**src/rtl/core/sha256_pkg.sv**
```systemverilog
// shared constants and round helpers for the sha-256 stream hash
package sha256_pkg;

    localparam int unsigned RoundCount = 64;

    typedef logic [31:0] t_word;

    function automatic t_word round_const(input logic [5:0] idx);
        t_word k;
        unique case (idx)
            6'd0: k = 32'h428a2f98;  6'd1: k = 32'h71374491;  6'd2: k = 32'hb5c0fbcf;
            6'd3: k = 32'he9b5dba5;  6'd4: k = 32'h3956c25b;  6'd5: k = 32'h59f111f1;
            6'd6: k = 32'h923f82a4;  6'd7: k = 32'hab1c5ed5;  6'd8: k = 32'hd807aa98;
            6'd9: k = 32'h12835b01;  6'd10: k = 32'h243185be; 6'd11: k = 32'h550c7dc3;
            6'd12: k = 32'h72be5d74; 6'd13: k = 32'h80deb1fe; 6'd14: k = 32'h9bdc06a7;
            6'd15: k = 32'hc19bf174; 6'd16: k = 32'he49b69c1; 6'd17: k = 32'hefbe4786;
            6'd18: k = 32'h0fc19dc6; 6'd19: k = 32'h240ca1cc; 6'd20: k = 32'h2de92c6f;
            6'd21: k = 32'h4a7484aa; 6'd22: k = 32'h5cb0a9dc; 6'd23: k = 32'h76f988da;
            6'd24: k = 32'h983e5152; 6'd25: k = 32'ha831c66d; 6'd26: k = 32'hb00327c8;
            6'd27: k = 32'hbf597fc7; 6'd28: k = 32'hc6e00bf3; 6'd29: k = 32'hd5a79147;
            6'd30: k = 32'h06ca6351; 6'd31: k = 32'h14292967; 6'd32: k = 32'h27b70a85;
            6'd33: k = 32'h2e1b2138; 6'd34: k = 32'h4d2c6dfc; 6'd35: k = 32'h53380d13;
            6'd36: k = 32'h650a7354; 6'd37: k = 32'h766a0abb; 6'd38: k = 32'h81c2c92e;
            6'd39: k = 32'h92722c85; 6'd40: k = 32'ha2bfe8a1; 6'd41: k = 32'ha81a664b;
            6'd42: k = 32'hc24b8b70; 6'd43: k = 32'hc76c51a3; 6'd44: k = 32'hd192e819;
            6'd45: k = 32'hd6990624; 6'd46: k = 32'hf40e3585; 6'd47: k = 32'h106aa070;
            6'd48: k = 32'h19a4c116; 6'd49: k = 32'h1e376c08; 6'd50: k = 32'h2748774c;
            6'd51: k = 32'h34b0bcb5; 6'd52: k = 32'h391c0cb3; 6'd53: k = 32'h4ed8aa4a;
            6'd54: k = 32'h5b9cca4f; 6'd55: k = 32'h682e6ff3; 6'd56: k = 32'h748f82ee;
            6'd57: k = 32'h78a5636f; 6'd58: k = 32'h84c87814; 6'd59: k = 32'h8cc70208;
            6'd60: k = 32'h90befffa; 6'd61: k = 32'ha4506ceb; 6'd62: k = 32'hbef9a3f7;
            default: k = 32'hc67178f2;
        endcase
        return k;
    endfunction

    function automatic t_word initial_hash(input logic [2:0] idx);
        t_word h;
        unique case (idx)
            3'd0: h = 32'h6a09e667; 3'd1: h = 32'hbb67ae85;
            3'd2: h = 32'h3c6ef372; 3'd3: h = 32'ha54ff53a;
            3'd4: h = 32'h510e527f; 3'd5: h = 32'h9b05688c;
            3'd6: h = 32'h1f83d9ab; default: h = 32'h5be0cd19;
        endcase
        return h;
    endfunction

    function automatic t_word rotr(input t_word x, input int unsigned n);
        return (x >> n) | (x << (32 - n));
    endfunction

    // control from the sequencer to the round unit
    typedef struct packed {
        logic       load;     // copy chaining value into a..h
        logic       round;    // run one round
        logic [5:0] rnd;      // round number
        logic       fold;     // add a..h into chaining value
        logic       reinit;   // back to initial hash
    } t_core_ctl;

endpackage

```
**src/rtl/core/sha256_round.sv**
```systemverilog
// one sha-256 round per cycle, with rolling schedule and chaining value
module sha256_round (
    input  logic                  i_clk,
    input  logic                  i_rst_n,
    input  sha256_pkg::t_core_ctl i_ctl,
    input  sha256_pkg::t_word     i_msg_word,
    input  logic [2:0]            i_hash_sel,
    output sha256_pkg::t_word     o_hash_word
);
    sha256_pkg::t_word r_h [8];
    sha256_pkg::t_word r_v [8];
    sha256_pkg::t_word r_w [16];
    sha256_pkg::t_word w, s0, s1, e1, a0, ch, mj, t1, t2;

    always_comb begin
        s0 = sha256_pkg::rotr(r_w[1], 7) ^ sha256_pkg::rotr(r_w[1], 18) ^ (r_w[1] >> 3);
        s1 = sha256_pkg::rotr(r_w[14], 17) ^ sha256_pkg::rotr(r_w[14], 19) ^ (r_w[14] >> 10);
        w  = (i_ctl.rnd < 6'd16) ? i_msg_word : r_w[0] + s0 + r_w[9] + s1;
        e1 = sha256_pkg::rotr(r_v[4], 6) ^ sha256_pkg::rotr(r_v[4], 11)
           ^ sha256_pkg::rotr(r_v[4], 25);
        ch = (r_v[4] & r_v[5]) ^ (~r_v[4] & r_v[6]);
        t1 = r_v[7] + e1 + ch + sha256_pkg::round_const(i_ctl.rnd) + w;
        a0 = sha256_pkg::rotr(r_v[0], 2) ^ sha256_pkg::rotr(r_v[0], 13)
           ^ sha256_pkg::rotr(r_v[0], 22);
        mj = (r_v[0] & r_v[1]) ^ (r_v[0] & r_v[2]) ^ (r_v[1] & r_v[2]);
        t2 = a0 + mj;
    end

    assign o_hash_word = r_h[i_hash_sel];

    always_ff @(posedge i_clk) begin
        if (!i_rst_n || i_ctl.reinit) begin
            for (int i = 0; i < 8; i++) r_h[i] <= sha256_pkg::initial_hash(3'(i));
        end else if (i_ctl.fold) begin
            for (int i = 0; i < 8; i++) r_h[i] <= r_h[i] + r_v[i];
        end
        if (i_ctl.load) begin
            for (int i = 0; i < 8; i++) r_v[i] <= r_h[i];
        end else if (i_ctl.round) begin
            r_v[0] <= t1 + t2;
            r_v[1] <= r_v[0];
            r_v[2] <= r_v[1];
            r_v[3] <= r_v[2];
            r_v[4] <= r_v[3] + t1;
            r_v[5] <= r_v[4];
            r_v[6] <= r_v[5];
            r_v[7] <= r_v[6];
            // window shifts so w[t-16] sits at the bottom
            for (int i = 0; i < 15; i++) r_w[i] <= r_w[i+1];
            r_w[15] <= w;
        end
    end
endmodule

```
**src/rtl/core/sha256_stream_hash.sv**
```systemverilog
// top level of the byte-stream sha-256 hash
// s_axis carries message bytes: tdata[7:0] data_byte, tuser[0] byte_valid, tlast
// marks the end of the message. m_axis carries the digest: tdata[31:0]
// digest_word, tuser[2:0] word_index, tlast on word 7.
// bytes are taken one per cycle while the 64-byte block fills; the 64th byte
// starts a compression (load, 64 rounds on the shared round unit, fold) during
// which s_axis_tready is low. the last transfer adds padding: a
// fill of the rest of the block at one byte per cycle, one or two compressions,
// then the eight digest words, one per accepted output cycle. the output has a
// register; a stalled receiver holds the current word and the block waits.
// after the eighth word the block is back at its initial hash and takes the
// next message. synchronous active-low reset clears the position, length and
// chaining value; the block buffer needs no clearing, every byte is written
// before it is read.
module sha256_stream_hash (
    input  logic        i_clk,
    input  logic        i_rst_n,
    input  logic        s_axis_tvalid,
    output logic        s_axis_tready,
    input  logic [7:0]  s_axis_tdata,   // data_byte
    input  logic        s_axis_tuser,   // byte_valid
    input  logic        s_axis_tlast,   // end_of_message
    output logic        m_axis_tvalid,
    input  logic        m_axis_tready,
    output logic [31:0] m_axis_tdata,   // digest_word
    output logic [2:0]  m_axis_tuser,   // word_index
    output logic        m_axis_tlast    // last_word
);
    typedef enum logic [2:0] {
        S_IDLE, S_PAD, S_LOAD, S_ROUND, S_FOLD, S_OUT
    } t_state;

    t_state     r_state;
    logic [5:0] r_pos;
    logic [63:0] r_bits;
    logic [5:0] r_rnd;
    logic       r_final;  // padding pass in progress
    logic       r_len;    // length goes into this block
    logic       r_pad80;  // next pad slot holds 0x80
    logic [2:0] r_oidx;
    logic       r_ovalid;
    logic [23:0] r_acc;
    sha256_pkg::t_word        r_blk [16];
    sha256_pkg::t_word        msg_word;
    sha256_pkg::t_word        hash_word;
    sha256_pkg::t_core_ctl    ctl;
    logic       take, last_byte;
    logic       byte_wr;
    logic [7:0] byte_val;

    assign s_axis_tready = (r_state == S_IDLE);
    assign take = s_axis_tvalid && s_axis_tready;
    // block words shift out at the bottom, one per round for the first 16 rounds
    assign msg_word = r_blk[0];

    always_comb begin
        ctl.load   = (r_state == S_LOAD);
        ctl.round  = (r_state == S_ROUND);
        ctl.rnd    = r_rnd;
        ctl.fold   = (r_state == S_FOLD);
        ctl.reinit = (r_state == S_OUT) && m_axis_tready && r_ovalid && (r_oidx == 3'd7);
    end

    sha256_round u_round (
        .i_clk(i_clk), .i_rst_n(i_rst_n), .i_ctl(ctl),
        .i_msg_word(msg_word), .i_hash_sel(r_oidx), .o_hash_word(hash_word)
    );

    assign last_byte = (r_pos == 6'd63);
    assign m_axis_tvalid = r_ovalid;
    assign m_axis_tdata  = hash_word;
    assign m_axis_tuser  = r_oidx;
    assign m_axis_tlast  = (r_oidx == 3'd7);

    // byte written into the block this cycle, from input or padding
    always_comb begin
        byte_wr  = 1'b0;
        byte_val = 8'h00;
        if (take && s_axis_tuser) begin
            byte_wr  = 1'b1;
            byte_val = s_axis_tdata;
        end else if (take && s_axis_tlast) begin
            byte_wr  = 1'b1;
            byte_val = 8'h80;
        end else if (r_state == S_PAD) begin
            byte_wr = 1'b1;
            if (r_pad80)
                byte_val = 8'h80;
            else if (r_len && r_pos >= 6'd56)
                byte_val = r_bits[6'd63 - {r_pos[2:0], 3'd0} -: 8];
        end
    end

    // block buffer: bytes gather into a word, whole words shift in
    always_ff @(posedge i_clk) begin
        if (byte_wr) begin
            r_acc <= {r_acc[15:0], byte_val};
        end
        if ((byte_wr && r_pos[1:0] == 2'd3) || (r_state == S_ROUND && r_rnd < 6'd16)) begin
            for (int i = 0; i < 15; i++) r_blk[i] <= r_blk[i+1];
            r_blk[15] <= {r_acc, byte_val};
        end
    end

    always_ff @(posedge i_clk) begin
        if (!i_rst_n) begin
            r_state  <= S_IDLE;
            r_pos    <= '0;
            r_bits   <= '0;
            r_rnd    <= '0;
            r_final  <= 1'b0;
            r_len    <= 1'b0;
            r_pad80  <= 1'b0;
            r_oidx   <= '0;
            r_ovalid <= 1'b0;
        end else begin
            unique case (r_state)
                S_IDLE: begin
                    r_rnd <= '0;
                    if (take && s_axis_tuser) begin
                        r_bits <= r_bits + 64'd8;
                        r_pos  <= r_pos + 6'd1;
                        r_pad80 <= s_axis_tlast;
                        if (last_byte) begin
                            r_state <= S_LOAD;
                            r_final <= s_axis_tlast;
                            r_len   <= 1'b0;
                        end else if (s_axis_tlast) begin
                            // 0x80 lands after the byte, in the next cycle's pad slot
                            r_final <= 1'b1;
                            r_len   <= (r_pos < 6'd55);
                            r_state <= S_PAD;
                        end
                    end else if (take && s_axis_tlast) begin
                        r_final <= 1'b1;
                        r_len   <= (r_pos < 6'd56);
                        r_pos   <= r_pos + 6'd1;
                        r_state <= last_byte ? S_LOAD : S_PAD;
                    end
                end
                S_PAD: begin
                    // first pad slot after a final data byte holds 0x80
                    r_pad80 <= 1'b0;
                    r_pos <= r_pos + 6'd1;
                    if (r_pos == 6'd63) r_state <= S_LOAD;
                end
                S_LOAD: r_state <= S_ROUND;
                S_ROUND: begin
                    r_rnd <= r_rnd + 6'd1;
                    if (r_rnd == 6'(sha256_pkg::RoundCount - 1)) r_state <= S_FOLD;
                end
                S_FOLD: begin
                    r_rnd <= '0;
                    if (!r_final) begin
                        r_state <= S_IDLE;
                    end else if (r_len) begin
                        r_state  <= S_OUT;
                        r_ovalid <= 1'b1;
                        r_oidx   <= '0;
                    end else begin
                        r_len   <= 1'b1;
                        r_state <= S_PAD;
                    end
                end
                S_OUT: begin
                    if (m_axis_tready) begin
                        r_oidx <= r_oidx + 3'd1;
                        if (r_oidx == 3'd7) begin
                            r_ovalid <= 1'b0;
                            r_state  <= S_IDLE;
                            r_final  <= 1'b0;
                            r_len    <= 1'b0;
                            r_pos    <= '0;
                            r_bits   <= '0;
                        end
                    end
                end
                default: r_state <= S_IDLE;
            endcase
        end
    end
endmodule

```
**config.mk**
```make
export PLATFORM = sky130hd
export DESIGN_NAME = sha256_stream_hash
export DESIGN_NICKNAME = d
export VERILOG_FILES = /design/src/rtl/core/sha256_pkg.sv /design/src/rtl/core/sha256_round.sv /design/src/rtl/core/sha256_stream_hash.sv
export SDC_FILE = /design/constraint.sdc
export NUM_CORES = 2
export LEC_CHECK = 0
export BUFFER_PORTS_ARGS = -buffer_cell sky130_fd_sc_hd__buf_2
export CAP_MARGIN = 20
export CORE_ASPECT_RATIO = 0.5
export CORE_MARGIN = 2
export CORE_UTILIZATION = 30
export CTS_CLUSTER_DIAMETER = 30
export DETAILED_ROUTE_END_ITERATION = 6
export PLACE_DENSITY_LB_ADDON = 0.3
export SYNTH_ARGS = -nofsm -noshare
export SYNTH_HDL_FRONTEND = slang
export SYNTH_HIERARCHICAL = 1
export SYNTH_SLANG_ARGS = --single-unit
```
**constraint.sdc**
```tcl
create_clock -name i_clk -period 73.1 [get_ports i_clk]
set_clock_uncertainty 0.2 [all_clocks]
set_input_delay 14.62 -clock i_clk [delete_from_list [all_inputs] [get_ports i_clk]]
set_output_delay 14.62 -clock i_clk [all_outputs]
set_load 0.02 [all_outputs]
```
==> summary.txt <==
Routing
  – WL final: 227000 um
  – Drt via density: ~4.9
  – Antenna viol nets, final: 0
  – Drt drc: 0
  – 1st-iter DRT viols: 5048
  – DRT Pass-1 Iters: 6
  – Drt wl/cell: about 21 um
  – Routed via count: 54300

Clocking
  – Clk Latency, worst-skew pair: 0.83 ns
  – Htree depth: 5
  – Root Driver: clkbuf_16
  – Clock Pin Slew Worst Setup and Hold Paths: ~0.06 ns
  – Clk buf depth: 4
  – Clk sinks: about 1600
  – Hold buffer count at cts: 0
  – Total CTS buffers: 323
  – CTS tree: yes
  – Post-cts resize count: 0
  – Post-CTS setup buffers: 0

STA
  – Fin crit period: roughly 18 ns
  – Final TNS setup: 0 ns
  – Max frequency: 0.0541 GHz
  – Period utilization: 0.253
  – Endpoints failing setup: 0
  – RSZ-0062 raised after global routing: false
  – Fin. Hold Viols: 0
  – Slew HR: 0.123
  – Worst-Margin Slew: ~1.3 ns
  – Fin. max-slew vios: 0

Floorplanning
  – Die X: ~760 um
  – Die Ht: around 380 um
  – Starting Density: 0.303
  – Rows: approximately 140
  – Die area: 287000 um^2
  – I/O Pins: between 50 and 60
  – Core box area: 280000 um^2

Pwr
  – Tot Pwr: between 5000 and 6000 uW
  – Peak VDD IR: 55.5 uV
  – Pleak: 0.0358 uW
  – PwrDens: ~50 nW/um^2

Min path
  – Hold_sp: u_round/r_w[10][3]
  – Min-delay worst type: reg2reg
  – Hold Path Depth: 0
  – Hold endpoint: u_round/r_w[9][3]

GRT
  – Vias in the first global route: around 53000
  – Gr ovfl total: 0
  – Largest net degree at the start of global routing: about 180
  – Tot GR Track Use: 0.154
  – First-pass GRT wire length: between 300000 and 400000 um
  – Antenna violations before repair: 7

Critical path
  – RR Startpoint: u_round/r_w[14][12]
  – Req. time, crit path: 73.33 ns
  – Kind of critical path: in2reg
  – Setup crit start kind: input pin
  – Max Fanout on Critical Path: between 70 and 80
  – Worst r2r path cells: 45
  – Reg-to-reg setup timing slack: ~61 ns
  – Crit. End Element: flop
  – Worst r2r dst: u_round/r_v[0][31]
  – Worst EP arrival: ~19 ns

Logic synthesis
  – Synth area leader: edfxtp_1
  – Dominant synthesized flop cell: edfxtp_1
  – Most repeated cell in the gate-level netlist after synthesis: edfxtp_1
  – Syn Nets: around 7400
  – Synth warn: 6
  – Top-area cell type share of the netlist area: 0.552
  – #FFs+latches synth: 1643
  – Async set-reset flop share out of synthesis: 0
  – Seq/Total Area, Yosys: 0.572
  – Top post-synthesis cells by count: edfxtp_1, nand2_1, xnor2_1, ha_1, a21oi_1
  – Cell Area, Synth: ~85000 um^2
  – Synth top area cells: edfxtp_1, ha_1, fa_1
  – Synth unique cells: 96
  – Cell count after synthesis: 6791
  – Post-synth EDFFs: 1560
  – Avg Synthesized Cell Area: between 10 and 15 um^2

Placed design
  – Hpwl dp: 162000 um
  – Gp weighted congestion: 0.892
  – Placed cells: between 10000 and 15000
  – I/O Buffers: just over 50
  – Placed Area: approximately 90000 um^2

Run status
  – Status: complete, no violations

Run
  – Max_cap viols: 0

Cells and area
  – Share of layout cells above drive strength 1: 0.125
  – Fill cells: about 27000
  – Layout Nets: approximately 7600
  – Layout area overhead: 18.3%
  – Finished Layout Cells: approximately 11000
  – Post-route design area: 100000 um^2
[per-layer routing]
| layer | vias up | share of wire | GRT usage | wire length [um] |
|---|---|---|---|---|
| met5 | - | 0 | 0 | 0 |
| met4 | 0 | 0.029 | 0.0464 | 6570 |
| met3 | 366 | 0.062 | 0.0237 | 14000 |
| met2 | 1741 | 0.43 | 0.230 | 97700 |
| met1 | 27000 | 0.48 | 0.228 | 109000 |
| li1 | 25200 | - | - | - |
[critical path, cell delays in order]
cell	delay, ns
buf_2	0.15
and3_1	0.22
and3_1	0.24
nor2b_4	0.05
buf_4	0.30
nand2b_4	0.48
buf_4	0.78
buf_4	0.76
buf_4	0.89
[cells by family after synthesis]
| logic type | Yosys count | synth area share |
|---|---|---|
| adders and majority gates | 610 | 0.107 |
| buffers and inverters | 642 | 0.0285 |
| and+or+nand+nor | 1740 | 0.0917 |
| xor gates and xnor gates | 598 | 0.0617 |
| AOI/OAI and AO/OA | 1332 | 0.0987 |
| DFF | 1643 | 0.572 |
| muxes | 226 | 0.0407 |
[stage by stage]
stage               hold slack [ns]  setup slack, ns  utilization
global route                  0.206            54.37        0.358
detailed placement            0.205            53.71        0.320
finish                        0.195            54.60        0.358
CTS                           0.200            54.46        0.358
global placement              0.200            53.73        0.320
floorplan                     0.200            32.85            -
[cell usage in the layout (no fill, tap or decap), types with 52 or more instances in the layout]
cell | synthesis | routed
nand4_1 | 57 | 57
clkbuf_16 | 0 | 329
dfxtp_1 | 83 | 76
buf_4 | 0 | 76
xor2_1 | 190 | 190
nor2b_1 | 62 | 61
o21ai_0 | 330 | 330
edfxtp_1 | 1560 | 1560
ha_1 | 394 | 394
xnor2_1 | 408 | 408
buf_2 | 2 | 52
a21oi_1 | 390 | 390
fa_1 | 196 | 196
nand3_1 | 105 | 105
mux2_2 | 124 | 124
mux4_2 | 83 | 83
inv_1 | 381 | 381
nor2_1 | 358 | 356
a21o_1 | 169 | 169
nand2_1 | 842 | 840
nor3_1 | 70 | 70
nand2b_1 | 65 | 63
[state kept, by name, indices dropped and copies added (netlist names), 6 cells and up]
register     flops
r_blk          512
u_round/r_w    512
u_round/r_h    256
u_round/r_v    256
r_bits          61
r_acc           24
r_pos            6
r_rnd            6
[power breakdown]
| part | total [uW] | internal (uW) | switching, uW | leakage (uW) |
|---|---|---|---|---|
| combinational | 2390 | 937 | 1450 | 0.0161 |
| sequential | 1180 | 1130 | 52.9 | 0.0145 |
| clock | 1470 | 976 | 496 | 0.00524 |
[final cells by class]
type / count / area, um^2 / area share
diodes: 2 / 5.00 / 0.0000499
clock buffers: 372 / 8400 / 0.0837
clock inverters: 213 / 2450 / 0.0245
inverters: 384 / 1450 / 0.0144
multi-input cells: 4506 / 34000 / 0.338
flip-flops and latches: 1643 / 48500 / 0.483
well taps: 3753 / 4700 / 0.0468
repair buffers: 131 / 891 / 0.00887
[how the worst max path moves through the flow]
| stage | startpoint | end | slack (ns) | cells past startpoint |
|---|---|---|---|---|
| 2_1_floorplan | r_state[0] | r_blk[0][0] | 32.85 | 3 |
| 4_1_cts | m_axis_tuser[0] | m_axis_tdata[14] | 54.46 | 4 |
| 6_report | m_axis_tready | u_round/r_h[6][14] | 54.60 | 9 |
| 3_3_place_gp | m_axis_tready | u_round/r_h[6][14] | 53.73 | 9 |
| 3_5_place_dp | m_axis_tready | u_round/r_h[5][13] | 53.71 | 9 |
| 5_1_grt | m_axis_tready | u_round/r_h[6][14] | 54.37 | 9 |
(Power assumes the default switching activity.)
